==> src/design/hrs_pkg.sv <==
// Shared types, codes and helper functions for the HTTP response header splitter.
// Used by hrs_front, hrs_fifo, hrs_back and the top level; depends on nothing else.
package hrs_pkg;

    localparam int FIFO_DEPTH_DEF = 4;
    localparam logic [2:0] PREFIX_LEN = 3'd5;
    localparam logic [9:0] CODE_MAX = 10'd1023;
    localparam logic [9:0] CODE_OK = 10'd200;
    localparam logic [9:0] CODE_NOTFOUND = 10'd404;
    localparam logic [9:0] CODE_DUP = 10'd409;
    localparam logic [7:0] HDR_LIMIT_RST = 8'd32;
    localparam logic [13:0] MAX_LINE_LEN_RST = 14'd4096;

    localparam logic [7:0] CHAR_CR = 8'h0D;
    localparam logic [7:0] CHAR_LF = 8'h0A;

    typedef enum logic [1:0] {
        CFG_HDR_LIMIT    = 2'd0,
        CFG_MAX_LINE_LEN = 2'd1,
        CFG_UNUSED_2     = 2'd2,
        CFG_UNUSED_3     = 2'd3
    } cfg_index_t;

    typedef enum logic [1:0] {
        PH_STATUS  = 2'd0,
        PH_HEADERS = 2'd1,
        PH_BODY    = 2'd2,
        PH_STOPPED = 2'd3
    } phase_t;

    typedef enum logic [1:0] {
        SCAN_SPACE  = 2'd0,
        SCAN_BLANKS = 2'd1,
        SCAN_DIGITS = 2'd2,
        SCAN_DONE   = 2'd3
    } scan_t;

    typedef enum logic [2:0] {
        EV_NONE      = 3'd0,
        EV_STATUS_OK = 3'd1,
        EV_HEADER    = 3'd2,
        EV_END       = 3'd3,
        EV_BODY      = 3'd4,
        EV_PARSE_ERR = 3'd5,
        EV_TOO_LONG  = 3'd6,
        EV_TOO_MANY  = 3'd7
    } event_t;

    typedef enum logic [1:0] {
        CLASS_OK       = 2'd0,
        CLASS_NOTFOUND = 2'd1,
        CLASS_DUP      = 2'd2,
        CLASS_OTHER    = 2'd3
    } status_class_t;

    // Everything the back end needs to know about one byte.
    typedef struct packed {
        logic [7:0] data;
        logic [7:0] lower;
        logic [3:0] digit;
        logic       is_digit;
        logic       is_blank;
        logic       is_space;
        logic       is_cr;
        logic       is_lf;
    } chr_t;

    typedef struct packed {
        logic start;
        chr_t ch;
    } hrs_item_t;

    typedef struct packed {
        phase_t        phase;
        logic [2:0]    prefix_matched;
        logic          prefix_bad;
        scan_t         code_scan;
        logic [9:0]    code_value;
        logic          cr_pending;
        logic [14:0]   line_count;
        logic [7:0]    header_count;
        status_class_t status_class;
    } hrs_state_t;

    function automatic chr_t classify(input logic [7:0] c);
        chr_t r;
        r.data     = c;
        r.lower    = (c >= 8'h41 && c <= 8'h5A) ? c + 8'd32 : c;
        r.is_digit = (c >= 8'h30 && c <= 8'h39);
        r.digit    = 4'(c - 8'h30);
        r.is_space = (c == 8'h20);
        r.is_blank = (c == 8'h20) || (c >= 8'h09 && c <= 8'h0D);
        r.is_cr    = (c == CHAR_CR);
        r.is_lf    = (c == CHAR_LF);
        return r;
    endfunction

    function automatic logic [7:0] prefix_char(input logic [2:0] idx);
        logic [7:0] r;
        case (idx)
            3'd0:    r = 8'h68;
            3'd1:    r = 8'h74;
            3'd2:    r = 8'h74;
            3'd3:    r = 8'h70;
            3'd4:    r = 8'h2F;
            default: r = 8'h00;
        endcase
        return r;
    endfunction

    function automatic hrs_state_t clear_state();
        hrs_state_t r;
        r.phase          = PH_STATUS;
        r.prefix_matched = 3'd0;
        r.prefix_bad     = 1'b0;
        r.code_scan      = SCAN_SPACE;
        r.code_value     = 10'd0;
        r.cr_pending     = 1'b0;
        r.line_count     = 15'd0;
        r.header_count   = 8'd0;
        r.status_class   = CLASS_OK;
        return r;
    endfunction

endpackage

==> src/design/http_response_header_splitter.sv <==
// Top level of the HTTP response header splitter: configuration registers and wiring
// of the front end, the queue and the back end. Depends on hrs_pkg, hrs_front,
// hrs_fifo and hrs_back.
//
//  channel  handshake            payload
//  input    in_valid / in_stall  start_of_response, data_byte
//  output   out_valid/ out_stall event_res, request_status, header_index,
//                                line_length, body_data
//  config   cfg_write_en         cfg_index, cfg_data
//
// One byte is taken per cycle while in_stall is low; a request is written into the queue
// at the accepting edge and parsed into the output register when the back end pops it.
// The parser stage does the whole per-byte update combinationally, which sets the rate.
// Reset clears the parse state and the queue, and loads a header limit of 32 and
// max_line_len 4096.
// in_stall rises only when the FIFO_DEPTH-entry queue is full; out_stall holds the
// output register and lets the queue fill behind it.
module http_response_header_splitter
    import hrs_pkg::*;
#(
    parameter int FIFO_DEPTH = FIFO_DEPTH_DEF
)
(
    input  logic        clk,
    input  logic        rst_n,
    input  logic        in_valid,
    output logic        in_stall,
    input  logic        start_of_response,
    input  logic [7:0]  data_byte,
    output logic        out_valid,
    input  logic        out_stall,
    output logic [2:0]  event_res,
    output logic [1:0]  request_status,
    output logic [7:0]  header_index,
    output logic [14:0] line_length,
    output logic [7:0]  body_data,
    input  logic        cfg_write_en,
    input  logic [1:0]  cfg_index,
    input  logic [13:0] cfg_data
);

    logic [7:0]  hdr_limit_reg, hdr_limit_next;
    logic [13:0] max_line_len_reg, max_line_len_next;

    logic      push;
    hrs_item_t push_item;
    logic      pop;
    hrs_item_t pop_item;
    logic      fifo_full;
    logic      fifo_empty;

    always_comb
    begin
        hdr_limit_next    = hdr_limit_reg;
        max_line_len_next = max_line_len_reg;
        if (cfg_write_en)
        begin
            case (cfg_index_t'(cfg_index))
                CFG_HDR_LIMIT:    hdr_limit_next    = cfg_data[7:0];
                CFG_MAX_LINE_LEN: max_line_len_next = cfg_data;
                default:
                begin
                end
            endcase
        end
    end

    always_ff @(posedge clk or negedge rst_n)
    begin
        if (!rst_n)
        begin
            hdr_limit_reg    <= HDR_LIMIT_RST;
            max_line_len_reg <= MAX_LINE_LEN_RST;
        end
        else
        begin
            hdr_limit_reg    <= hdr_limit_next;
            max_line_len_reg <= max_line_len_next;
        end
    end

    hrs_front u_front (
        .in_valid          (in_valid),
        .in_stall          (in_stall),
        .start_of_response (start_of_response),
        .data_byte         (data_byte),
        .fifo_full         (fifo_full),
        .push              (push),
        .push_item         (push_item)
    );

    hrs_fifo #(
        .DEPTH (FIFO_DEPTH)
    ) u_fifo (
        .clk       (clk),
        .rst_n     (rst_n),
        .push      (push),
        .push_item (push_item),
        .pop       (pop),
        .pop_item  (pop_item),
        .full      (fifo_full),
        .empty     (fifo_empty)
    );

    hrs_back u_back (
        .clk            (clk),
        .rst_n          (rst_n),
        .hdr_limit      (hdr_limit_reg),
        .max_line_len   (max_line_len_reg),
        .fifo_empty     (fifo_empty),
        .pop_item       (pop_item),
        .pop            (pop),
        .out_valid      (out_valid),
        .out_stall      (out_stall),
        .event_res      (event_res),
        .request_status (request_status),
        .header_index   (header_index),
        .line_length    (line_length),
        .body_data      (body_data)
    );

endmodule

==> src/design/hrs_front.sv <==
// Front end: takes request bytes, classifies them and pushes them into the queue.
// Depends on hrs_pkg.
module hrs_front
    import hrs_pkg::*;
(
    input  logic       in_valid,
    output logic       in_stall,
    input  logic       start_of_response,
    input  logic [7:0] data_byte,
    input  logic       fifo_full,
    output logic       push,
    output hrs_item_t  push_item
);

    assign in_stall = fifo_full;
    assign push     = in_valid && !fifo_full;

    always_comb
    begin
        push_item.start = start_of_response;
        push_item.ch    = classify(data_byte);
    end

endmodule

==> src/design/hrs_fifo.sv <==
// Short queue of classified bytes between the front and back ends.
// Depends on hrs_pkg.
module hrs_fifo
    import hrs_pkg::*;
#(
    parameter int DEPTH = FIFO_DEPTH_DEF
)
(
    input  logic      clk,
    input  logic      rst_n,
    input  logic      push,
    input  hrs_item_t push_item,
    input  logic      pop,
    output hrs_item_t pop_item,
    output logic      full,
    output logic      empty
);

    localparam int PTR_W = (DEPTH > 1) ? $clog2(DEPTH) : 1;
    localparam int CNT_W = $clog2(DEPTH + 1);

    hrs_item_t mem [DEPTH];
    logic [PTR_W-1:0] wr_ptr_reg, wr_ptr_next;
    logic [PTR_W-1:0] rd_ptr_reg, rd_ptr_next;
    logic [CNT_W-1:0] count_reg, count_next;

    assign full     = (count_reg == CNT_W'(DEPTH));
    assign empty    = (count_reg == '0);
    assign pop_item = mem[rd_ptr_reg];

    always_comb
    begin
        wr_ptr_next = wr_ptr_reg;
        rd_ptr_next = rd_ptr_reg;
        count_next  = count_reg;
        if (push)
        begin
            wr_ptr_next = (wr_ptr_reg == PTR_W'(DEPTH - 1)) ? '0 : wr_ptr_reg + 1'b1;
        end
        if (pop)
        begin
            rd_ptr_next = (rd_ptr_reg == PTR_W'(DEPTH - 1)) ? '0 : rd_ptr_reg + 1'b1;
        end
        if (push && !pop)
        begin
            count_next = count_reg + 1'b1;
        end
        else if (pop && !push)
        begin
            count_next = count_reg - 1'b1;
        end
    end

    always_ff @(posedge clk or negedge rst_n)
    begin
        if (!rst_n)
        begin
            wr_ptr_reg <= '0;
            rd_ptr_reg <= '0;
            count_reg  <= '0;
        end
        else
        begin
            wr_ptr_reg <= wr_ptr_next;
            rd_ptr_reg <= rd_ptr_next;
            count_reg  <= count_next;
        end
    end

    always_ff @(posedge clk)
    begin
        if (push)
        begin
            mem[wr_ptr_reg] <= push_item;
        end
    end

`ifndef SYNTHESIS
    a_count_bound: assert property (@(posedge clk) disable iff (!rst_n)
        count_reg <= CNT_W'(DEPTH))
        else $error("queue count exceeds depth");
    a_count_up: assert property (@(posedge clk) disable iff (!rst_n)
        (push && !pop) |=> count_reg == $past(count_reg) + 1'b1)
        else $error("queue count did not rise on push");
    a_count_down: assert property (@(posedge clk) disable iff (!rst_n)
        (pop && !push) |=> count_reg == $past(count_reg) - 1'b1)
        else $error("queue count did not fall on pop");
`endif

endmodule

==> src/design/hrs_back.sv <==
// Back end: runs the response parser on queued bytes and holds the output register.
// Depends on hrs_pkg.
module hrs_back
    import hrs_pkg::*;
(
    input  logic        clk,
    input  logic        rst_n,
    input  logic [7:0]  hdr_limit,
    input  logic [13:0] max_line_len,
    input  logic        fifo_empty,
    input  hrs_item_t   pop_item,
    output logic        pop,
    output logic        out_valid,
    input  logic        out_stall,
    output logic [2:0]  event_res,
    output logic [1:0]  request_status,
    output logic [7:0]  header_index,
    output logic [14:0] line_length,
    output logic [7:0]  body_data
);

    hrs_state_t  state_reg, state_next;
    logic        out_valid_reg, out_valid_next;
    event_t      event_reg, event_next;
    logic [1:0]  status_reg, status_next;
    logic [7:0]  hidx_reg, hidx_next;
    logic [14:0] len_reg, len_next;
    logic [7:0]  body_reg, body_next;

    function automatic hrs_state_t status_char(input hrs_state_t s, input chr_t ch);
        hrs_state_t r;
        logic [13:0] v;
        r = s;
        v = 14'(s.code_value) * 14'd10 + 14'(ch.digit);
        if (s.prefix_matched < PREFIX_LEN)
        begin
            if (ch.lower != prefix_char(s.prefix_matched))
            begin
                r.prefix_bad = 1'b1;
            end
            r.prefix_matched = s.prefix_matched + 3'd1;
        end
        case (s.code_scan)
            SCAN_SPACE:
            begin
                if (ch.is_space)
                begin
                    r.code_scan = SCAN_BLANKS;
                end
            end
            SCAN_BLANKS:
            begin
                if (ch.is_digit)
                begin
                    r.code_value = 10'(ch.digit);
                    r.code_scan  = SCAN_DIGITS;
                end
                else if (!ch.is_blank)
                begin
                    r.code_scan = SCAN_DONE;
                end
            end
            SCAN_DIGITS:
            begin
                if (ch.is_digit)
                begin
                    r.code_value = (v > 14'(CODE_MAX)) ? CODE_MAX : v[9:0];
                end
                else
                begin
                    r.code_scan = SCAN_DONE;
                end
            end
            default:
            begin
            end
        endcase
        return r;
    endfunction

    // One content byte: bump the saturating line length, then, in the status phase, feed the status scanner.
    function automatic hrs_state_t content(input hrs_state_t s, input chr_t ch,
                                           input logic [13:0] maxlen);
        hrs_state_t r;
        r = s;
        if (s.line_count < 15'(maxlen) + 15'd1)
        begin
            r.line_count = s.line_count + 15'd1;
        end
        if (s.phase == PH_STATUS)
        begin
            r = status_char(r, ch);
        end
        return r;
    endfunction

    assign pop = !fifo_empty && (!out_valid_reg || !out_stall);

    always_comb
    begin
        hrs_state_t s;
        event_t ev;
        logic ok;
        s         = pop_item.start ? clear_state() : state_reg;
        ev        = EV_NONE;
        ok        = 1'b0;
        hidx_next = 8'd0;
        len_next  = 15'd0;
        body_next = 8'd0;

        if (s.phase == PH_STATUS || s.phase == PH_HEADERS)
        begin
            if (s.cr_pending && pop_item.ch.is_lf)
            begin
                s.cr_pending = 1'b0;
                len_next     = s.line_count;
                s.line_count = 15'd0;
                if (s.phase == PH_STATUS)
                begin
                    ok = (s.prefix_matched == PREFIX_LEN) && !s.prefix_bad
                         && (s.code_scan == SCAN_DIGITS || s.code_scan == SCAN_DONE)
                         && (s.code_value != 10'd0);
                    if (!ok)
                    begin
                        s.status_class = CLASS_OTHER;
                        s.phase        = PH_STOPPED;
                        ev             = EV_PARSE_ERR;
                    end
                    else
                    begin
                        if (s.code_value == CODE_OK)
                        begin
                            s.status_class = CLASS_OK;
                        end
                        else if (s.code_value == CODE_NOTFOUND)
                        begin
                            s.status_class = CLASS_NOTFOUND;
                        end
                        else if (s.code_value == CODE_DUP)
                        begin
                            s.status_class = CLASS_DUP;
                        end
                        else
                        begin
                            s.status_class = CLASS_OTHER;
                        end
                        s.phase = PH_HEADERS;
                        ev      = EV_STATUS_OK;
                    end
                end
                else if (s.header_count >= hdr_limit)
                begin
                    ev      = EV_TOO_MANY;
                    s.phase = PH_STOPPED;
                end
                else if (len_next > 15'(max_line_len))
                begin
                    ev      = EV_TOO_LONG;
                    s.phase = PH_STOPPED;
                end
                else if (len_next == 15'd0)
                begin
                    ev      = EV_END;
                    s.phase = PH_BODY;
                end
                else
                begin
                    hidx_next      = s.header_count;
                    s.header_count = s.header_count + 8'd1;
                    ev             = EV_HEADER;
                end
            end
            else if (s.cr_pending)
            begin
                // A CR not followed by LF is ordinary line content.
                s = content(s, classify(CHAR_CR), max_line_len);
                if (!pop_item.ch.is_cr)
                begin
                    s.cr_pending = 1'b0;
                    s = content(s, pop_item.ch, max_line_len);
                end
            end
            else if (pop_item.ch.is_cr)
            begin
                s.cr_pending = 1'b1;
            end
            else
            begin
                s = content(s, pop_item.ch, max_line_len);
            end
        end
        else if (s.phase == PH_BODY)
        begin
            ev        = EV_BODY;
            body_next = pop_item.ch.data;
        end

        state_next  = s;
        event_next  = ev;
        status_next = s.status_class;

        if (pop)
        begin
            out_valid_next = 1'b1;
        end
        else if (out_stall)
        begin
            out_valid_next = out_valid_reg;
        end
        else
        begin
            out_valid_next = 1'b0;
        end
    end

    always_ff @(posedge clk or negedge rst_n)
    begin
        if (!rst_n)
        begin
            state_reg     <= clear_state();
            out_valid_reg <= 1'b0;
        end
        else
        begin
            out_valid_reg <= out_valid_next;
            if (pop)
            begin
                state_reg <= state_next;
            end
        end
    end

    always_ff @(posedge clk)
    begin
        if (pop)
        begin
            event_reg  <= event_next;
            status_reg <= status_next;
            hidx_reg   <= hidx_next;
            len_reg    <= len_next;
            body_reg   <= body_next;
        end
    end

    assign out_valid      = out_valid_reg;
    assign event_res      = event_reg;
    assign request_status = status_reg;
    assign header_index   = hidx_reg;
    assign line_length    = len_reg;
    assign body_data      = body_reg;

`ifndef SYNTHESIS
    a_stopped_silent: assert property (@(posedge clk) disable iff (!rst_n)
        (pop && !pop_item.start && state_reg.phase == PH_STOPPED) |=> event_reg == EV_NONE)
        else $error("stopped parser produced an event");
    a_header_nonempty: assert property (@(posedge clk) disable iff (!rst_n)
        (out_valid_reg && event_reg == EV_HEADER) |-> line_length != 15'd0)
        else $error("header line reported with zero length");
    a_count_monotonic: assert property (@(posedge clk) disable iff (!rst_n)
        (pop && !pop_item.start) |=> state_reg.header_count >= $past(state_reg.header_count))
        else $error("header count went down without a new response");
`endif

endmodule
==> config.mk <==
export PLATFORM = sky130hd
export DESIGN_NAME = http_response_header_splitter
export DESIGN_NICKNAME = d
export VERILOG_FILES = /design/src/design/hrs_pkg.sv /design/src/design/http_response_header_splitter.sv /design/src/design/hrs_front.sv /design/src/design/hrs_fifo.sv /design/src/design/hrs_back.sv
export SDC_FILE = /design/constraint.sdc
export NUM_CORES = 1
export LEC_CHECK = 0
export ABC_AREA = 0
export BUFFER_PORTS_ARGS = -buffer_cell sky130_fd_sc_hd__buf_2
export CAP_MARGIN = 10
export CORE_AREA = 2 2 145 147
export CTS_CLUSTER_SIZE = 40
export DETAILED_ROUTE_END_ITERATION = 7
export DIE_AREA = 0 0 147 149
export PLACE_DENSITY_LB_ADDON = 0.1
export SLEW_MARGIN = 40
export SYNTH_ARGS = -nofsm -noshare
export SYNTH_HDL_FRONTEND = slang
export SYNTH_SLANG_ARGS = --single-unit
export TNS_END_PERCENT = 100
==> constraint.sdc <==
create_clock -name clk -period 5.7 [get_ports clk]
set_input_delay 0 -clock clk [delete_from_list [all_inputs] [get_ports clk]]
set_output_delay 0 -clock clk [all_outputs]
set_load 0.02 [all_outputs]
==> flow_summary.rst <==
.. list-table::
   :header-rows: 1

   * - Metric
     - Value
   * - End-of-flow core utilization
     - 0.665
   * - Clk network pwr share
     - 0.180
   * - Clock buffer depth
     - 2
   * - Register clock-pin slew on the reported worst setup and hold paths
     - 0.08 ns
   * - Number of vias in the routed layout
     - 9,985
   * - Placed wire-length estimate
     - 23,300 um
   * - Smallest hold slack
     - 0.0342 ns
   * - Number of failing hold endpoints at the final stage
     - 0
   * - Post-synthesis adder-cell area fraction
     - 0.0979
   * - Library cell with the highest instance count after synthesis
     - sky130_fd_sc_hd__nand2_1
   * - Fraction of layout cells with a size suffix above 1
     - 0.161
   * - Element type at the critical path end
     - flop
   * - Starting DRT DRC Count
     - 816
   * - Sequential fraction of the synthesis area
     - 0.413
   * - Worst max-slew margin expressed relative to the limit
     - 0.464
   * - Power share of the sequential group
     - 0.292
   * - Data arrival time of the critical path
     - 5.74 ns
   * - Largest register FFs
     - 68
   * - Commonest cells post-synth
     - 124 x sky130_fd_sc_hd__nand2_1, 104 x sky130_fd_sc_hd__edfxtp_1, 100 x sky130_fd_sc_hd__nor2_1
   * - Die width
     - 147 um
   * - Max Slew Vio Count
     - 0
   * - Cell at the root of the clock tree
     - sky130_fd_sc_hd__clkbuf_16
   * - Most used DFF post-synth
     - sky130_fd_sc_hd__edfxtp_1
   * - Maximum number of pins on one net before global-route repair
     - 75
   * - Required time at the worst-slack endpoint
     - 6.03 ns
   * - Maximum cell stage delay along the critical path
     - 0.48 ns
   * - Worst reg-to-reg setup slack
     - 0.29 ns
   * - Placeable core region
     - 20,600 um2
   * - Placement row count
     - 53
   * - Path category of the worst min-delay check
     - in -> reg
   * - Initial antenna violation count
     - 0
   * - Family of cells with the greatest summed delay on the critical path
     - simple AND/OR/NAND/NOR gates
   * - Number of library cell types mapped by synthesis
     - 91
   * - Count of flip-flops with a built-in enable after synthesis
     - 104
   * - Average routed wire per standard cell
     - 19.9 um
   * - Clock period minus final worst setup slack
     - 5.41 ns
   * - Achievable Freq
     - 0.185 GHz
   * - Final sum of negative setup slack
     - 0 ns
   * - Mux cell area share after synthesis
     - 0.0629
   * - Top fanout value on the critical path
     - 23
   * - Via count of the first global-routing pass
     - 9,731
   * - Number of sinks handled by clock tree synthesis
     - 178
   * - Total nets after synthesis
     - 1,344
   * - Area of the die
     - 21,900 um2
   * - Total chip power
     - 0.00694 W
   * - Antenna diode instance count
     - 0
   * - Run status
     - complete, no violations
   * - Post-route clock period utilization
     - 0.949
   * - Flip-flop and latch count after synthesis
     - 178
   * - Clk_lat worst skew
     - 0.44 ns
   * - Count of synthesis-stage warnings from yosys
     - 0
   * - Number of detailed-routing iterations run before antenna repair
     - 6
   * - Final net count
     - 1,431
   * - Post-synthesis area per instance
     - 9.86 um2
   * - Fraction of the mapped netlist area in compound gates
     - 0.150
   * - Number of buffers added by the clock tree synthesis step
     - 17
   * - Remaining design rule violation count
     - 0
   * - Leakage power
     - 5.81 nW
   * - Post-synth top area share
     - 0.259
   * - Area growth from synthesis to final layout
     - 13.5%
   * - Post-Synthesis Cells
     - 1,221
   * - Clock tree from TritonCTS
     - done
   * - IO Count
     - 68
   * - Port bufs
     - 67
   * - Clock Skews
     - 0.0146 ns
   * - Worst Tran Pin Value
     - 0.797 ns
   * - Routability congestion estimate from global placement
     - 0.932
   * - Switching part of the total
     - 0.465
   * - Count of max-cap constraint violations
     - 0
   * - Antenna violation net count after detailed routing
     - 0
   * - Count of H-tree levels built during CTS
     - 4
   * - Share of flip-flops with an asynchronous set or reset
     - 0.416
   * - Proportion of power drawn by combinational gates
     - 0.528
   * - Global-route congestion overflow total
     - 0
   * - Vertical die dimension
     - 149 um
   * - Fill cell instance count of the final layout
     - 1,622
   * - Average via count per standard cell
     - 6.26
   * - Xor and xnor area share after synthesis
     - 0.0468
   * - Initial Util
     - 0.586
   * - Total net switching power
     - 0.00323 W
   * - Pint
     - 0.00371 W
   * - Dominant combinational cell family by area after synthesis
     - simple AND/OR/NAND/NOR gates
   * - Simple-gate portion of the synthesized area
     - 0.187
   * - Critical-path cell with the highest stage delay
     - sky130_fd_sc_hd__or4_1
   * - Critical path, cell by cell
     - mux2i_1 > mux2_4 > nand2_1 > inv_1 > ha_1 > a211oi_1 > nor2_1 > or3_4 > nor2_2 > nand3_2 > nor2_2 > xnor2_1 > ha_1 > nand4_1 > or2_2 > a311o_2 > nand4_4 > nor3_1 > or4_1 > o311ai_1
   * - Total power density per cell area
     - 508 nW/um2
   * - Final wirelength
     - 31,700 um
   * - Setup violators final
     - 0
   * - Largest cells by area after synthesis
     - sky130_fd_sc_hd__edfxtp_1 26%, sky130_fd_sc_hd__dfrtp_1 15%, sky130_fd_sc_hd__ha_1 9.5%
   * - Peak supply drop
     - 0.322 mV
   * - Leading area contributor after synthesis
     - sky130_fd_sc_hd__edfxtp_1
   * - Wire length of the first global-routing pass
     - 51,000 um
   * - Buffers plus inverters on the worst setup path
     - 1
   * - Setup repair after global routing missed its margin
     - true
   * - Summed instance area of the synthesized netlist
     - 12,000 um2
   * - Global-route usage over all layers
     - 0.294
   * - Setup CP Type
     - reg -> reg
   * - Setup crit start kind
     - flop
through the flow:
stage	cells	worst slack, ns	instance area, um2
finish	1596	0.290	13700
global route	1596	-0.0900	13700
detailed placement	1535	-0.104	12700
CTS	1593	0.0698	13600
floorplan	1221	0.532	12000
global placement	1535	0.119	12600
worst paths after layout:
check / from / end / cells after the start
max: u_fifo.rd_ptr_reg[1] / u_back.state_reg[18] / 20
min: cfg_index[1] / hdr_limit_reg[3] / 5
max reg2reg: u_fifo.rd_ptr_reg[1] / u_back.state_reg[18] / 20
min reg2reg: u_back.state_reg[1] / u_back.state_reg[1] / 2
max in group asynchronous: rst_n / u_back.state_reg[36] / 2
min in group asynchronous: rst_n / max_line_len_reg[8] / 2
metal layers:
metal	vias to the layer above	track usage	share of wire
met5	-	0	0
met4	0	0.130	0.043
met3	98	0.0358	0.048
met2	353	0.515	0.50
met1	4852	0.371	0.41
li1	4682	-	-
tightest hold or removal path: stages:
cell and delay [ns]:
sky130_fd_sc_hd__buf_2 0.09, sky130_fd_sc_hd__nor3b_1 0.04, sky130_fd_sc_hd__buf_4 0.17, sky130_fd_sc_hd__nand2_1 0.07, sky130_fd_sc_hd__o21ai_0 0.06
cell type report:
type                            instances  area, um2  share of cell area
Tap cell                              275        344              0.0252
Multi-Input combinational cell        923       6660               0.487
Sequential cell                       178       4980               0.364
Clock buffer                           17        425              0.0311
Inverter                               71        268              0.0196
Timing Repair Buffer                  117        782              0.0572
Clock inverter                         15        206              0.0151
what timing repair did:
item                                    CTS  global route
endpoints found under the setup margin    6            15
resized for setup                         2            15
buffers inserted                          0             3
hold endpoints to repair                135             0
pin swaps                                 0             3
hold buffers                             26             0
kinds of logic (layout without fill, tap and decap cells):
group	after synthesis	after routing
AOI/OAI and AO/OA	271	271
xor gates and xnor gates	60	60
adders and majority gates	93	93
buffers and inverters	120	220
DFF	178	178
muxes	52	52
and+or+nand+nor	447	447
power by group through the flow:
| stage | clock network (W) | logic (W) | registers (W) |
|---|---|---|---|
| detailed placement | 0 | 0.00356 | 0.00205 |
| global route | 0.00131 | 0.00401 | 0.00206 |
| floorplan | 0 | 0.00259 | 0.00203 |
| global placement | 0 | 0.00352 | 0.00204 |
| CTS | 0.00126 | 0.00359 | 0.00203 |
| finish | 0.00125 | 0.00366 | 0.00203 |
placed cells by master, fill, tap and decap left out, types with 39 or more instances in the layout:
master,n
sky130_fd_sc_hd__o21ai_0,77
sky130_fd_sc_hd__buf_2,66
sky130_fd_sc_hd__dfrtp_1,72
sky130_fd_sc_hd__nor2_1,96
sky130_fd_sc_hd__edfxtp_1,104
sky130_fd_sc_hd__inv_1,69
sky130_fd_sc_hd__xnor2_1,42
sky130_fd_sc_hd__nand3_1,39
sky130_fd_sc_hd__nand2_1,124
sky130_fd_sc_hd__ha_1,91
sky130_fd_sc_hd__a21oi_1,48
Note: power is estimated with default switching activity, not from simulation.
